`src/hw/rtl/vau_pkg.sv`:
```
// ----------------------------------------------------------------------------
// vau_pkg
// Types, mode codes and pipeline sizes shared by the vector arithmetic unit.
// ----------------------------------------------------------------------------
`default_nettype none

package vau_pkg;

    localparam logic [2:0] MODE_ADD  = 3'd0;
    localparam logic [2:0] MODE_SUB  = 3'd1;
    localparam logic [2:0] MODE_SCL  = 3'd2;
    localparam logic [2:0] MODE_DOT  = 3'd3;
    localparam logic [2:0] MODE_MAG  = 3'd4;
    localparam logic [2:0] MODE_NORM = 3'd5;

    // one root bit per stage, one quotient bit per stage
    localparam int SQRT_STEPS = 32;
    localparam int DIV_STEPS  = 17;

    typedef struct packed {
        logic [2:0]         mode;
        logic signed [31:0] a_x;
        logic signed [31:0] a_y;
        logic signed [31:0] b_x;
        logic signed [31:0] b_y;
        logic signed [31:0] factor;
    } req_t;

    typedef struct packed {
        logic signed [31:0] r_x;
        logic signed [31:0] r_y;
        logic signed [63:0] scalar;
        logic               error;
    } res_t;

    typedef struct packed {
        logic [2:0]         mode;
        logic signed [31:0] a_x;
        logic signed [31:0] a_y;
        logic signed [31:0] r_x;
        logic signed [31:0] r_y;
        logic signed [63:0] scalar;
    } ctx_t;

    typedef struct packed {
        logic        valid;
        ctx_t        ctx;
        logic [63:0] v;
        logic [35:0] rem;
        logic [31:0] root;
    } sq_t;

    typedef struct packed {
        logic [31:0] rem;
        logic [16:0] dvd;
        logic [16:0] quo;
    } dl_t;

    typedef struct packed {
        logic        valid;
        ctx_t        ctx;
        logic [31:0] mag;
        dl_t         lx;
        dl_t         ly;
    } dv_t;

endpackage

`default_nettype wire

```
`src/hw/rtl/vau_div_step.sv`:
```
// ----------------------------------------------------------------------------
// vau_div_step
// One registered step of two restoring divide lanes: one quotient bit each.
// ----------------------------------------------------------------------------
`default_nettype none

module vau_div_step (
    input  wire logic         clk,
    input  wire logic         rst_n,
    input  wire logic         en,
    input  wire vau_pkg::dv_t d,
    output vau_pkg::dv_t      q
);

    function automatic vau_pkg::dl_t lane(input vau_pkg::dl_t l, input logic [31:0] m);
        logic [32:0]  sh;
        logic [32:0]  diff;
        vau_pkg::dl_t r;
        sh    = {l.rem, l.dvd[16]};
        diff  = sh - {1'b0, m};
        r.dvd = {l.dvd[15:0], 1'b0};
        if (!diff[32])
        begin
            r.rem = diff[31:0];
            r.quo = {l.quo[15:0], 1'b1};
        end
        else
        begin
            r.rem = sh[31:0];
            r.quo = {l.quo[15:0], 1'b0};
        end
        return r;
    endfunction

    logic         valid_reg;
    vau_pkg::dv_t data_reg;
    vau_pkg::dv_t data_next;

    always_comb
    begin
        data_next    = d;
        data_next.lx = lane(d.lx, d.mag);
        data_next.ly = lane(d.ly, d.mag);
    end

    always_ff @(posedge clk or negedge rst_n)
    begin
        if (!rst_n)
            valid_reg <= 1'b0;
        else if (en)
            valid_reg <= d.valid;
    end

    always_ff @(posedge clk)
    begin
        if (en)
            data_reg <= data_next;
    end

    always_comb
    begin
        q       = data_reg;
        q.valid = valid_reg;
    end

endmodule

`default_nettype wire

```
`config.mk`:
```
export PLATFORM = sky130hd
export DESIGN_NAME = vau_div_step
export DESIGN_NICKNAME = d
export VERILOG_FILES = /design/src/hw/rtl/vau_pkg.sv /design/src/hw/rtl/vau_div_step.sv
export SDC_FILE = /design/constraint.sdc
export NUM_CORES = 1
export LEC_CHECK = 0
export ABC_AREA = 1
export CAP_MARGIN = 10
export CORE_AREA = 3 3 283 285
export CTS_CLUSTER_DIAMETER = 30
export DETAILED_ROUTE_END_ITERATION = 16
export DIE_AREA = 0 0 286 288
export DONT_BUFFER_PORTS = 1
export GPL_TIMING_DRIVEN = 0
export SYNTH_ARGS = -nofsm -noshare
export SYNTH_HDL_FRONTEND = slang
export SYNTH_SLANG_ARGS = --single-unit
```
`constraint.sdc`:
```
create_clock -name clk -period 0.9 [get_ports clk]
set_clock_uncertainty 0.2 [all_clocks]
set_input_delay 0.18 -clock clk [delete_from_list [all_inputs] [get_ports clk]]
set_output_delay 0.18 -clock clk [all_outputs]
set_load 0.02 [all_outputs]
```
After elaboration in Yosys (flattened, before gate mapping):

Cells that the tools add are included.

* register bits: 358
* bits in latches: 0
* RAM bits: 0
* ROM bits: 0
* bits of input ports: 363
* output and inout bits: 360
* logic and storage cells: 20
* memories: 0

* add/sub/neg operators: 2
* $mul: 0
* div/mod/pow operators: 0
* magnitude comparators: 0
* eq/ne operators: 0
* shift-type cells: 0
* muxes and demuxes: 4
* bitwise operators: 0
* reduce and logical (&&, ||, !) cells: 0

Operators with widths (count)
* subtractor 33 x 32 -> 33 bit: 2
* two-way mux 32 bit: 2
* two-way mux 1 bit: 2

Logic depth before layout (Yosys ltp):

Gate-level depths: netlist of run 1.

* depth after elaboration: 2
* mapped depth: 17
* gate-level depth less buffers: 16

Worst setup path before layout of run 1:

No wires, ideal clock.

* kind: input to register
* from: in d[99] (netlist name)
* to: reg data_reg, in the netlist q[105] (data pin)
* library setup time: 252 ps
* data arrival time: 1763 ps
* data required time: 448 ps
* slack: -1315 ps
* cell stages on the path: 16
* path buffers: 1
* cell sequence: inv_1 -> ha_1 -> fa_1 -> inv_1 -> nand2_1 -> nand2_1 -> nand3_1 -> nand2_2 -> nand2_2 -> nand2_2 -> nand2_2 -> nand3_1 -> nand2_4 -> buf_6 -> nand2_1 -> nand2_1

RTL lines
* from (decl): RTL line vau_div_step.sv:11 `input wire vau_pkg::dv_t d,`
* to (signal assigned): RTL line vau_div_step.sv:57 `data_reg <= data_next;`
* to (decl): RTL line vau_div_step.sv:36 `vau_pkg::dv_t data_reg;`

Final worst setup path of run 1:

* from: in en
* to: reg data_reg, in the netlist q[44] (enable)

RTL lines
* from (decl): RTL line vau_div_step.sv:10 `input wire logic en,`

No word-level cell between the ends.

==> flow_summary.yaml, run 1 <==
outcome:
  status: "finished with violations"
  violations: "hold timing, slew limit, setup timing"
cts:
  cts_root_buf: "clkbuf_16"
  clock-sinks: 358
  cts_buffer_depth: 3
  cts_tree: "yes"
  clkSlewWorstSetupHoldPaths_ns: 0.04
  clkLatencyLatePin_ns: 0.62
  cts_buffers: 98
  h-tree-depth: 3
pwr:
  vdd_drop_max_mv: 1.463
  powerDensity_nw_per_um2: 2540
  p_leak_nw: 11.15
synth:
  synth-simple-area-share_pct: 21.24
  synth_top_area_share_pct: 62.44
  synth-seq-area-share_pct: 62.59
  syn_area_um2: 17170
  synth_top_cell_by_area: "edfxtp_1"
  syn_area_per_cell_um2: 10.12
  yosysUniqueCellTypes: 33
  ys_ff_latch: 358
  synth_top_family_by_area: "simple AND/OR/NAND/NOR gates"
  synthXorXnorAreaFrac_pct: 1.531
  postSynthCellCount: 1697
  synthTopCellsByArea: "edfxtp_1, nand2_1, inv_1"
  yosysWarnings: 0
  synth_adder_area_share_pct: 4.898
  synth_compound_area_share_pct: 2.223
  synthMuxAreaShare_pct: 0.06559
layout:
  final_common_cell: "nand2_1"
  final_cells: 3261
  final_nets: 2552
  largest_register_ffs: 357
  layout-drive-gt1-share_pct: 18.72
  syn_to_final_growth_pct: 51.92
  final_cell_mix: "nand2_1, edfxtp_1, dlygate4sd3_1, inv_1, clkbuf_16"
route:
  ant_nets: 0
  vias: 13920
  first_iter_violations: 720
  post-route-drc-count: 0
  wl_um: 93930
  vias_per_cell: 4.267
  wl_per_cell_um: 28.80
  dr.pass1.iters: 6
placement:
  port_buffers: 0
  gp_congestion: 0.8968
  hpwlAfterDp_um: 74680
  dp_cells: 2738
  pre_cts_ws_ns: -1.661
hold_path:
  hold_path_startpoint: "d[132]"
  hp-class: "input port to flop"
  min_to: "q[132]"
  whs_path_depth: 0
critical_path:
  crit_type: "input port to flop"
  reg2regPathDepth: 1
  critPathCaptureType: "flop"
  crit_required_ns: 0.29
  critPathMaxFanout: 358
  r2r-start: "valid_reg"
  r2r-end: "valid_reg"
  startpoint_type: "input port"
  rrSetupSlack_ns: -0.04
  arrival_ns: 1.44
grt:
  antenna_found_initial: 25
  grt_max_degree: 359
  grt_pass1_wl_um: 117900
  grtUsageTotal_pct: 21.52
  first_global_vias: 13590
  globalRoute.totalOverflow: 0
floorplanning:
  dieArea_um2: 82370
  initial_core_util_pct: 22.12
  die_h_um: 288
  top_level_ports: 723
  core-area_um2: 77590
  die_x_um: 286
  row_count: 102
timing:
  finalCritPeriodShare_pct: 228.3
  finalMaxSlewViolations: 258
  setup_viol: 712
  rsz0062_at_grt: "true"
  fmax_mhz: 486.6
  tightest_slew_ns: 2.651
  worst_slack_ns: -1.155
  tns_ns: -508.49
  hold_viol_final: 206
  whs_ns: -0.5462
  slew-limit-headroom_pct: -76.72
  fin_crit_ns: 2.055
run:
  drv_cap: 0
==> area by class of cell <==
class                      count  area, um^2
clock inverter                77       850.8
clock buffer                 106        2482
antenna                       15       37.54
timing repair buffer         325        3263
sequential                   358       10750
inverter                     289        1160
multi-input combinational   1036        6011
fill                        7885       51510
tap                         1040        1301
buffer                        15       230.2
==> per-layer routing <==
layer	GRT usage [%]	part of all wire, %	vias to the layer above
met2	39.05	51	630
met1	20.54	33	6689
li1	-	-	6399
met3	10.07	10	174
met4	10.06	5.0	24
met5	0.05952	0.16	-
==> Yosys cell counts, drive strengths merged <==
library cell / instances
o21bai: 10
o21ai: 4
nand2: 688
inv: 289
xor2: 28
and2: 6
ha: 64
mux2: 1
conb: 1
edfxtp: 357
dfrtp: 1
a21o: 2
a21oi: 49
buf: 15
xnor2: 2
or2: 2
nor3: 12
nand3: 66
nand4: 16
fa: 2
nor2: 80
and3: 2
==> logic make-up after synthesis <==
logic type,Yosys count
AOI/OAI and AO/OA,65
muxes,1
and+or+nand+nor,872
DFF,358
other,1
buffers and inverters,304
adders and majority gates,66
xor gates and xnor gates,30
==> report_power, final <==
group	leakage, nW	switching (W)	internal [W]
clock network	1.61	0.0116	0.0233
registers	3.50	0.00361	0.0204
logic	6.04	0.00412	0.00318
==> through the flow <==
step                power, W  area [um^2]  util, %
floorplan            0.02668        17300        -
global placement     0.02950        18610    23.98
detailed placement   0.02950        18610    23.98
CTS                  0.06622        25040    32.26
global route         0.06859        26080    33.61
finish               0.06625        26080    33.61
==> worst max path at each step <==
| stage | from | endpoint | slack [ns] | cells past startpoint |
|---|---|---|---|---|
| after floorplan | d[33] | q[51] | -1.20 | 16 |
| after global placement | d[146] | q[121] | -1.68 | 15 |
| after detailed placement | d[146] | q[121] | -1.66 | 15 |
| after CTS | q[308] | q[308] | -0.89 | 0 |
| after global routing | d[149] | q[49] | -0.91 | 15 |
| final | en | q[44] | -1.15 | 0 |
==> what timing repair did <==
item | in CTS | in global routing
gates resized for setup | 34 | 128
cloned | 0 | 4
buffers inserted | 6 | 14
pin swaps | 3 | 26
endpoints found under the hold margin | 716 | 544
endpoints found under the setup margin | 425 | 425
hold buffers | 286 | 15
Power figures use the tool's default switching activity.
==> inputs of run 2 (changes only) <==
- PLACE_DENSITY: default -> 0.44
==> run 2 against run 1 <==
Non-clock buffer count is 18 higher. Sequential cell count stayed put. Global-route usage is 1.4 points lower. Maximum frequency is 13% higher. The run ends with hold timing, setup timing left. Clock-buffer cell count is 6 lower. Core utilization is 0.37 points higher. Die area stayed put. Sequential share of layout area is 0.45 points lower.
==> flow_summary.yaml, run 2 (synthesis results as in run 1) <==
outcome:
  status: "finished with violations"
  violations: "hold timing, setup timing"
critical_path:
  startpoint_type: "input port"
  path_depth: 13
  crit_type: "input port to flop"
  crit_start: "d[156]"
  r2r-start: "valid_reg"
  critPathMaxFanout: 7
  critPathBufInv: 3
  critical_path.endpoint: "q[48]"
  crit_required_ns: 1.05
  worstPathCellList: "clkinvlp_4 -> ha_2 -> nand2_1 -> nor2_2 -> nand2_2 -> inv_1 -> a21oi_4 -> nand2_4 -> nand2_4 -> nand2_8 -> clkbuf_16 -> nand2_2 -> nand2_2"
  reg2regPathDepth: 1
  cpMaxStageDelayCell: "ha_2"
  slowest_delay_ns: 0.35
  arrival_ns: 1.97
  r2r-end: "valid_reg"
  rrSetupSlack_ns: -0.06
  crit_family: "simple AND/OR/NAND/NOR gates"
  crit_top_cell: "nand2_2"
  critPathCaptureType: "flop"
floorplanning:
  row_count: 102
  top_level_ports: 723
  core-area_um2: 77590
  die_x_um: 286
  die_h_um: 288
  dieArea_um2: 82370
  initial_core_util_pct: 22.12
cts:
  cts_tree: "yes"
  clkLatencyLatePin_ns: 0.62
  cts_buffer_depth: 3
  cts_root_buf: "clkbuf_16"
  clock-sinks: 358
  h-tree-depth: 3
  clkSlewWorstSetupHoldPaths_ns: 0.04
  cts_buffers: 92
layout:
  final_common_cell: "nand2_1"
  largest_register_ffs: 357
  n_fill_cell: 7809
  syn_to_final_growth_pct: 53.60
  final_nets: 2564
  layout-drive-gt1-share_pct: 20.17
  final_cells: 3260
  stdcell_area_um2: 26370
  final_cell_mix: "nand2_1, edfxtp_1, dlygate4sd3_1, inv_1, clkbuf_16"
placement:
  hpwlAfterDp_um: 68160
  port_buffers: 0
  post_dp_cell_area_um2: 18610
  gp_congestion: 0.8903
  dp_cells: 2738
  pre_cts_ws_ns: -1.830
route:
  vias: 13900
  dr.pass1.iters: 5
  wl_per_cell_um: 26.83
  first_iter_violations: 769
  vias_per_cell: 4.264
  wl_um: 87460
  ant_nets: 0
  post-route-drc-count: 0
timing:
  hold_viol_final: 485
  fin_crit_ns: 1.816
  fmax_mhz: 550.6
  rsz0062_at_grt: "true"
  worst_slack_ns: -0.9163
  finalMaxSlewViolations: 0
  slew-limit-headroom_pct: 49.98
  finalCritPeriodShare_pct: 201.8
  setup_viol: 425
  tightest_slew_ns: 0.7503
  whs_ns: -0.5395
pwr:
  powerDensity_nw_per_um2: 2509
  power_w: 0.06615
  p_leak_nw: 11.21
  vdd_drop_max_mv: 1.326
run:
  drv_cap: 0
grt:
  grtUsageTotal_pct: 20.13
  antenna_found_initial: 12
  globalRoute.totalOverflow: 0
  first_global_vias: 14030
  grt_pass1_wl_um: 114300
  grt_max_degree: 359
hold_path:
  hp-class: "input port to flop"
run 2: cell count changes in the layout (fill, tap and decap cells not counted), moves of 8 or more:
cell and delta:
nand2_1 -8, buf_4 +10, clkinv_4 -9, ha_1 -11, nand2_2 +9, ha_4 +10
run 2: layout make-up:
type                    count  area [um^2]  area share (%)
multi-input cells        1036         6177           23.42
repair buffers            343         3431           13.01
clock inverters            70        950.9           3.606
plain buffers              15        239.0          0.9062
diodes                      9        22.52         0.08541
flip-flops and latches    358        10750           40.75
inverters                 289         1171           4.441
clock buffers             100         2332           8.844
well taps                1040         1301           4.935
run 2: worst min path at each step:
stage,slack [ns],endpoint,cells past startpoint,startpoint
floorplan,-0.32,valid_reg,0,rst_n
global placement,-0.32,valid_reg,0,rst_n
detailed placement,-0.32,valid_reg,0,rst_n
CTS,-0.60,q[147],0,d[147]
global route,-0.59,q[133],0,d[133]
finish,-0.54,q[133],0,d[133]
run 2: metal layers:
metal | up-vias | global-route usage, % | routed length, um
met2 | 558 | 35.38 | 44310
li1 | 6408 | - | -
met1 | 6801 | 21.75 | 31930
met3 | 126 | 7.514 | 7868
met4 | 8 | 8.406 | 3302
met5 | - | 0 | 46
run 2: power by group:
group / switching, W / internal (W)
combinational: 0.00420 / 0.00336
clock: 0.0114 / 0.0234
sequential: 0.00340 / 0.0204
total: 0.0190 / 0.0471
run 2: timing repair:
item,CTS,global route
pin swaps,4,31
resized for setup,66,126
buffers inserted,5,26
hold endpoints to repair,716,639
hold buffers,291,16
cloned,0,5
setup endpoints to repair,425,425
run 2: per-stage QoR:
step	util, %	TNS [ns]	hold WS (ns)
6_report	33.98	-278.21	-0.5395
5_1_grt	33.96	-299.80	-0.5877
4_1_cts	32.58	-299.99	-0.5991
3_5_place_dp	23.98	-116.25	-0.3155
3_3_place_gp	23.98	-115.09	-0.3155
2_1_floorplan	-	-77.13	-0.3156
