$ cat src/hw/rtl/vau_pkg.sv
// ----------------------------------------------------------------------------
// vau_pkg
// Types, mode codes and pipeline sizes shared by the vector arithmetic unit.
// ----------------------------------------------------------------------------
`default_nettype none

package vau_pkg;

    localparam logic [2:0] MODE_ADD  = 3'd0;
    localparam logic [2:0] MODE_SUB  = 3'd1;
    localparam logic [2:0] MODE_SCL  = 3'd2;
    localparam logic [2:0] MODE_DOT  = 3'd3;
    localparam logic [2:0] MODE_MAG  = 3'd4;
    localparam logic [2:0] MODE_NORM = 3'd5;

    // one root bit per stage, one quotient bit per stage
    localparam int SQRT_STEPS = 32;
    localparam int DIV_STEPS  = 17;

    typedef struct packed {
        logic [2:0]         mode;
        logic signed [31:0] a_x;
        logic signed [31:0] a_y;
        logic signed [31:0] b_x;
        logic signed [31:0] b_y;
        logic signed [31:0] factor;
    } req_t;

    typedef struct packed {
        logic signed [31:0] r_x;
        logic signed [31:0] r_y;
        logic signed [63:0] scalar;
        logic               error;
    } res_t;

    typedef struct packed {
        logic [2:0]         mode;
        logic signed [31:0] a_x;
        logic signed [31:0] a_y;
        logic signed [31:0] r_x;
        logic signed [31:0] r_y;
        logic signed [63:0] scalar;
    } ctx_t;

    typedef struct packed {
        logic        valid;
        ctx_t        ctx;
        logic [63:0] v;
        logic [35:0] rem;
        logic [31:0] root;
    } sq_t;

    typedef struct packed {
        logic [31:0] rem;
        logic [16:0] dvd;
        logic [16:0] quo;
    } dl_t;

    typedef struct packed {
        logic        valid;
        ctx_t        ctx;
        logic [31:0] mag;
        dl_t         lx;
        dl_t         ly;
    } dv_t;

endpackage

`default_nettype wire

$ cat src/hw/rtl/vau_sqrt_step.sv
// ----------------------------------------------------------------------------
// vau_sqrt_step
// One registered step of the restoring square root: one root bit per stage.
// ----------------------------------------------------------------------------
`default_nettype none

module vau_sqrt_step (
    input  wire logic         clk,
    input  wire logic         rst_n,
    input  wire logic         en,
    input  wire vau_pkg::sq_t d,
    output vau_pkg::sq_t      q
);

    logic         valid_reg;
    vau_pkg::sq_t data_reg;
    vau_pkg::sq_t data_next;

    always_comb
    begin
        logic [35:0] rem_sh;
        logic [35:0] trial;
        rem_sh    = {d.rem[33:0], d.v[63:62]};
        trial     = {2'b00, d.root, 2'b01};
        data_next = d;
        data_next.v = {d.v[61:0], 2'b00};
        if (rem_sh >= trial)
        begin
            data_next.rem  = rem_sh - trial;
            data_next.root = {d.root[30:0], 1'b1};
        end
        else
        begin
            data_next.rem  = rem_sh;
            data_next.root = {d.root[30:0], 1'b0};
        end
    end

    always_ff @(posedge clk or negedge rst_n)
    begin
        if (!rst_n)
            valid_reg <= 1'b0;
        else if (en)
            valid_reg <= d.valid;
    end

    always_ff @(posedge clk)
    begin
        if (en)
            data_reg <= data_next;
    end

    always_comb
    begin
        q       = data_reg;
        q.valid = valid_reg;
    end

endmodule

`default_nettype wire

$ cat config.mk
export PLATFORM = sky130hd
export DESIGN_NAME = vau_sqrt_step
export DESIGN_NICKNAME = d
export VERILOG_FILES = /design/src/hw/rtl/vau_pkg.sv /design/src/hw/rtl/vau_sqrt_step.sv
export SDC_FILE = /design/constraint.sdc
export NUM_CORES = 1
export LEC_CHECK = 0
export BUFFER_PORTS_ARGS = -buffer_cell sky130_fd_sc_hd__buf_2
export CAP_MARGIN = 20
export CORE_AREA = 5 5 255 257
export CTS_CLUSTER_SIZE = 8
export DETAILED_ROUTE_END_ITERATION = 8
export DIE_AREA = 0 0 260 262
export PLACE_DENSITY = 0.43
export SLEW_MARGIN = 20
export SYNTH_ARGS = -nofsm -noshare
export SYNTH_HDL_FRONTEND = slang
export SYNTH_SLANG_ARGS = --single-unit
$ cat constraint.sdc
create_clock -name clk -period 1.7 [get_ports clk]
set_input_delay 0 -clock clk [delete_from_list [all_inputs] [get_ports clk]]
set_output_delay 0 -clock clk [all_outputs]
set_load 0.01 [all_outputs]
### Word level (Yosys, flattened, before mapping)

Index checks and enable logic that the tools add are counted.
Widths: inputs -> output; s select.

* logic and storage cells: 13
* bits of input ports: 331
* register bits: 326
* output and inout port bits: 328

* order comparisons: 1
* multiplexer cells: 1
* add/sub/neg operators: 1

Operators with widths (count)
* $mux 68: 1
* $ge 36x34->1: 1
* $sub 36x34->36: 1

### Logic depth before layout (Yosys ltp)

Gate-level depths: netlist of the first run.

* depth after elaboration: 2
* depth in mapped cells: 12
* gate-level depth less buffers: 10

### Least setup slack after synthesis of the first run

Ideal clock, no wire load.

* path kind: input -> register
* start point: in d[18] in the netlist's numbering
* end point: reg data_reg (netlist bit q[40]) (data pin)
* path slack: -481 ps
* buffers on the path: 2
* stages on the path: 11
* arrival: 1921 ps
* setup time: 260 ps
* path through: inv_1 > ha_1 > buf_2 > nand4_1 > nor4_4 > nand2_1 > nor3_2 > nor3b_2 > a21oi_4 > buf_6 > mux2_4

RTL lines
* from (decl): line vau_sqrt_step.sv:11 `input wire vau_pkg::sq_t d,`
* to (signal assigned): line vau_sqrt_step.sv:50 `data_reg <= data_next;`
* to (decl): line vau_sqrt_step.sv:16 `vau_pkg::sq_t data_reg;`

==> reports/metrics.cfg, run 1 <==
[final_layout]
finalNetCount = 2289
layout-drive-gt1-share_pct = 53.90
ff_latch_area_sq_um = 9784
syn_to_final_growth_pct = 90.37
multi_input_comb_area_sq_um = 3187
mostFrequentLayoutCells = buf_2 (635), dlygate4sd3_1 (329), edfxtp_1 (325)
final_area_sq_um = 23780
largest_reg_flops = 325
layout_commonest_cell = buf_2
n_fill_cell = 6023

[sta]
finalClockSkew_ns = 0
slew_viol_final = 0
hold_slack_ns = 0.05288
worst_pin_slew_ns = 0.5563
fin_tns_setup_ns = -1.994
maxSlewHeadroom_pct = 61.95
hold_viol = 0
rsz0062_at_grt = true
timing.final.crit_share_pct = 108.2
max_freq_ghz = 0.5435
postLayoutSetupSlackWorst_ns = -0.1398
setup_viol = 31
period_minus_slack_ns = 1.840

[yosys]
synth_area_sq_um = 12490
ys_seq_area_share_pct = 78.32
synth_top_area_share_pct = 78.12
ys_warn_count = 0
ys_dominant_reg_cell = edfxtp_1
synth_area_leader_cell = edfxtp_1
synthArstFlopShare_pct = 0.3067
synth_edf_count = 325
syn_avg_cell_area_sq_um = 17.18
ys_ff_latch = 326
syn_inst = 727
synth_cell_types = 66
yosys-top-cells-area = edfxtp_1 (78%), ha_1 (3.4%), a21oi_1 (2.0%)

[outcome]
violations = setup timing
status = finished, violations left

[setup_path]
r2r-start = valid_reg
crit_path_end = q[61]
ff2ff_path_depth = 1
crit_fanout = 8
worst_setup_path_start_kind = primary input
r2r_end = valid_reg
cp.required_ns = 2.01
cp-startpoint = d[19]
cp_data_arrival_time_ns = 2.15
worstSetupPathType = in2reg
r2r_slack_ns = 0.96
crit_path_end_kind = register

[detailed_routing]
vias_per_cell = 3.954
drc_errors = 0
wl_per_cell_um = 20.48
drt_iter0_drc = 614
dr_total_vias = 11030
firstDrtPassIters = 4
drt_wl_total_mm = 57.13
ant_nets = 0

[global_route]
antenna_found_initial = 11
overflow = 0
grt_usage_pct = 15.35
grt_pass1_vias = 11830
grt_first_pass_wirelength_mm = 77.91
grt_max_degree = 69

[clocking]
cts_root_buf = clkbuf_16
clk_latency_ns = 0.56
cts_sinks = 326
cts_buffer_depth = 3
clk_pin_slew_ns = 0.05
cts_tree = done
cts_buffers = 47
cts_max_level = 2

[floorplanning]
ios = 659
dieArea_sq_um = 68120
start_util_pct = 19.99
fp.dieW_um = 260
rows = 92
fp.dieH_um = 262
core_area_sq_um = 62500

[min_path]
hold_class = in2reg

[place]
pre_cts_ws_ns = -1.118
dp.final_hpwl_mm = 43.75
postPlaceCellArea_sq_um = 18210
place.port_buffers = 654
gp_congestion = 0.8359

[power]
p_per_area_nw_per_um2 = 972.1
vdd_drop_max_mv = 0.6277
p_total_w = 0.02312
leakagePower_nw = 10.10

[run]
max_cap_violations = 0

kinds of logic after synthesis:
group / after synthesis / synth area share [%]
AO/OA/AOI/OAI: 133 / 7.061
XOR/XNOR: 33 / 2.374
adder cells (fa/ha/maj): 34 / 3.405
buffers and inverters: 63 / 2.333
flip-flops: 326 / 78.32
multiplexers: 11 / 1.202
other: 1 / 0.03002
AND/OR/NAND/NOR: 126 / 5.278
worst max-delay path, cell delays in order:
cell       delay (ns)
buf_8            0.09
inv_8            0.03
ha_4             0.28
nand4_4          0.13
nor4_4           0.27
buf_4            0.18
buf_6            0.11
o2111ai_4        0.10
and2_4           0.19
a21oi_4          0.23
buf_12           0.19
mux2_4           0.31
area by class of cell:
cell class / instances / area share (%)
Sequential cell: 326 / 41.14
Timing Repair Buffer: 1171 / 34.80
Multi-Input combinational cell: 339 / 13.40
Clock buffer: 55 / 5.114
Tap cell: 846 / 4.451
Inverter: 39 / 0.6787
Clock inverter: 5 / 0.3314
Antenna cell: 8 / 0.08418
metrics by stage:
step	cells	utilization, %
global placement	2375	29.13
CTS	2775	37.32
finish	2789	38.05
detailed placement	2375	29.13
floorplan	728	-
global route	2787	38.04
power by group:
part / internal [W] / total, W / leakage, nW / switching [W]
sequential: 0.00970 / 0.00990 / 3.19 / 0.000204
clock: 0.00501 / 0.00848 / 0.631 / 0.00347
combinational: 0.00240 / 0.00473 / 6.27 / 0.00233
layer usage:
layer | share of wire [%] | vias up | global-route usage [%]
li1 | - | 5159 | -
met1 | 36 | 5329 | 16.65
met2 | 52 | 433 | 27.89
met3 | 6.8 | 101 | 4.112
met4 | 5.1 | 6 | 7.295
met5 | 0.060 | - | 0
cells in the mapped netlist (4+ instances only):
cell type,number
o21ai_0,22
a21oi_2,9
buf_2,13
nor3_1,8
o211ai_1,5
xor2_1,14
nand2b_1,5
o21ai_1,4
edfxtp_1,325
a21oi_1,50
nand3_1,9
xnor2_1,18
a21o_1,7
and3_1,4
o21bai_1,6
mux2_4,7
nand4_1,10
nand2_1,31
buf_4,4
o21a_1,5
nor2_1,40
ha_1,34
inv_1,39
what timing repair did:
item / in CTS / in global routing
endpoints found under the hold margin: 359 / 1
resized for setup: 89 / 91
pin swaps: 21 / 46
hold buffers: 328 / 1
cloned: 1 / 1
endpoints found under the setup margin: 37 / 37
setup buffers: 11 / 6
worst min path at each step:
stage               start   endpoint  slack, ns  depth (start not counted)
floorplan           rst_n  valid_reg      -0.30                          0
global placement    rst_n  valid_reg      -0.22                          1
detailed placement  rst_n  valid_reg      -0.22                          1
CTS                 d[34]      q[36]      -0.28                          2
global route        d[38]      q[40]       0.03                          4
finish              d[38]      q[40]       0.05                          4
No activity file was read; power rests on OpenSTA's default activity.
==> run 2: changes to the inputs <==
- ABC_AREA: default -> 1
- CORE_AREA: 5 5 255 257 -> 5 5 253 255
- DIE_AREA: 0 0 260 262 -> 0 0 258 260
- PLACE_DENSITY: 0.43 -> 0.44
==> reports/metrics.cfg, run 2 <==
[floorplanning]
dieArea_sq_um = 67080  ; -1.5%
core_area_sq_um = 61370  ; -1.8%
fp.dieH_um = 260  ; -0.76%
rows = 91  ; -1.1%
start_util_pct = 21.25  ; +1.3 points
fp.dieW_um = 258  ; -0.77%
ios = 659  ; unchanged

[setup_path]
cp_data_arrival_time_ns = 1.92  ; -0.23 ns
cp-startpoint = d[62]
worst_setup_path_start_kind = primary input
crit_top_cell = nand2_1
crit_slowest_cell = dlygate4sd3_1
worstSetupPathType = in2reg
cp.required_ns = 2.01  ; about the same
crit_fanout = 8  ; unchanged
crit_path_end_kind = register
critPathTopFamily = buffers and inverters
cp.buffers_inverters = 3  ; -2
r2r-start = valid_reg
slowest_delay_ns = 0.59  ; +0.28 ns
cp_cell_sequence = dlygate4sd3_1 -> ha_4 -> inv_1 -> o21ai_2 -> nand2_1 -> nand2_1 -> a21oi_2 -> nand2_1 -> nor2_2 -> nand2_8 -> clkbuf_16 -> nand3_1 -> nand2_1

[place]
dp.final_hpwl_mm = 52.14  ; +19%
gp_congestion = 0.9034  ; +8.1%
dp_cells = 2606  ; +9.7%
place.port_buffers = 654  ; unchanged
pre_cts_ws_ns = -0.4064  ; +0.7113 ns

[yosys]
syn_avg_cell_area_sq_um = 12.81  ; -25%
ys_dominant_reg_cell = edfxtp_1
synth_edf_count = 325  ; unchanged
synth_area_sq_um = 13040  ; +4.4%
synth_area_leader_cell = edfxtp_1
synth_top_area_share_pct = 74.85  ; -3.3 points
yosysMostFrequentCell = edfxtp_1
synth_commonest_cells = edfxtp_1 (325), nand2_1 (323), inv_1 (128)
synth_cell_types = 29  ; -56%
synthArstFlopShare_pct = 0.3067  ; unchanged
ys_seq_area_share_pct = 75.04  ; -3.3 points
ys_ff_latch = 326  ; unchanged
syn_inst = 1018  ; +40%
ys_warn_count = 0  ; unchanged
yosys-top-cells-area = edfxtp_1 (75%), nand2_1 (9.3%), inv_1 (3.7%)

[global_route]
grt_max_degree = 68  ; -1.4%
grt_first_pass_wirelength_mm = 91.76  ; +18%
overflow = 0  ; unchanged
grt_busiest_layer = met2
grt_pass1_vias = 12860  ; +8.8%
met1_usage_pct = 22.29  ; +5.6 points
antenna_found_initial = 18  ; +7
grtUsageMet2_pct = 32.73  ; +4.8 points
grt_usage_pct = 18.78  ; +3.4 points
globalRouteMet3Util_pct = 4.204  ; +0.092 points

[clocking]
clk_pin_slew_ns = 0.06  ; about the same
cts_buffer_depth = 3  ; unchanged
cts_tree = done
postCtsSetupBuffers = 0  ; -11
cts_buffers = 47  ; unchanged
clk_latency_ns = 0.55  ; about the same
cts_root_buf = clkbuf_16
cts_max_level = 2  ; unchanged
cts_sinks = 326  ; unchanged

[detailed_routing]
drt_wl_total_mm = 68.29  ; +20%
drt_iter0_drc = 830  ; +35%
firstDrtPassIters = 5  ; +1
wl_per_cell_um = 22.64  ; +11%
drc_errors = 0  ; unchanged
dr_total_vias = 12420  ; +13%
vias_per_cell = 4.119  ; +4.2%
ant_nets = 0  ; unchanged

[sta]
hold_viol = 1  ; +1
timing.final.crit_share_pct = 94.88  ; -13 points
hold_slack_ns = -0.2043  ; -0.2572 ns
rsz0062_at_grt = false
period_minus_slack_ns = 1.613  ; -0.2268 ns
postLayoutSetupSlackWorst_ns = 0.08698  ; +0.2268 ns
slew_viol_final = 0  ; unchanged
fin_tns_setup_ns = 0  ; +1.994 ns
finalClockSkew_ns = 0  ; unchanged
max_freq_ghz = 0.6200  ; +14%
setup_viol = 0  ; -100%

[min_path]
hold_class = in2reg
holdCritStartpoint = d[130]

[final_layout]
finalNetCount = 2564  ; +12%
layout_commonest_cell = buf_2
syn_to_final_growth_pct = 78.26
layout.cells.non_filler = 3016  ; +8.1%
largest_reg_flops = 325  ; unchanged
mostFrequentLayoutCells = buf_2 (651), dlygate4sd3_1 (328), edfxtp_1 (325)
layout-drive-gt1-share_pct = 40.03  ; -14 points

[power]
leakagePower_nw = 10.71  ; +6.1%
p_per_area_nw_per_um2 = 975.3  ; +0.33%
vdd_drop_max_mv = 0.6559  ; +4.5%
p_total_w = 0.02267  ; -1.9%

[outcome]
violations = hold timing
status = finished, violations left

[run]
max_cap_violations = 0  ; unchanged

==> run 2: cell count changes in the layout (fill, tap and decap cells not counted), sizes merged, moves of 19 or more <==
cell   before  now
inv        41  131
nor2       40   73
nand3       9   36
a21oi      60   28
o21ai      26    7
nand2      32  325
buf       841  807
==> run 2: layout make-up <==
class	instances	area, sq um
Inverter	129	491.7
Clock buffer	62	1232
Multi-Input combinational cell	555	2753
Sequential cell	326	9784
Clock inverter	4	37.54
Timing Repair Buffer	1140	7931
Tap cell	790	988.4
Antenna cell	10	25.02
Fill cell	6075	38130
==> run 2: what timing repair did <==
action	CTS	global route
hold buffers	328	1
endpoints found under the setup margin	0	36
resized for setup	0	20
hold endpoints to repair	355	2
==> run 2: cell families (layout without fill, tap and decap cells) <==
family / after synthesis / in the layout / synth area share, %
fa+ha+maj: 34 / 34 / 3.263
other cells: 1 / 12 / 0.02876
buf+inv: 138 / 1335 / 4.337
flops: 326 / 326 / 75.04
compound gates: 41 / 41 / 1.746
xor+xnor: 18 / 18 / 1.209
mux: 1 / 1 / 0.08636
simple gates: 459 / 459 / 14.29
==> run 2: worst min-delay path, cell delays in order <==
cell and delay (ns):
buf_2 0.14, nand2_1 0.06, nand2_1 0.05
==> run 2: per-stage QoR <==
stage / utilization (%) / hold slack (ns) / area, sq um
final: 37.87 / -0.2043 / 23240
after global routing: 37.85 / -0.2273 / 23230
after detailed placement: 30.09 / -0.2233 / 18460
after CTS: 37.51 / -0.2477 / 23020
after floorplan: - / -0.2956 / 13040
after global placement: 30.09 / -0.2223 / 18460
==> run 2: report_power, final <==
part	leakage, nW	switching [W]	internal (W)
sequential	3.19	0.000258	0.00968
combinational	6.90	0.00228	0.00200
clock	0.617	0.00347	0.00499
total	10.7	0.00600	0.0167
==> run 2: metal layers <==
| layer | vias up | routed length [um] |
|---|---|---|
| met5 | - | 37 |
| met4 | 6 | 3236 |
| met2 | 517 | 34170 |
| met1 | 5974 | 26610 |
| met3 | 122 | 4233 |
| li1 | 5804 | - |
==> run 2: path summary, 6_finish.rpt <==
path | slack, ns | cells after the start | end
worst min register to register | 1.07 | 2 | valid_reg
worst min-delay path | -0.20 | 3 | q[32]
max in group asynchronous | 1.33 | 3 | valid_reg
worst max-delay path | 0.09 | 13 | q[56]
worst max register to register | 0.38 | 2 | valid_reg
min in group asynchronous | 0.27 | 3 | valid_reg
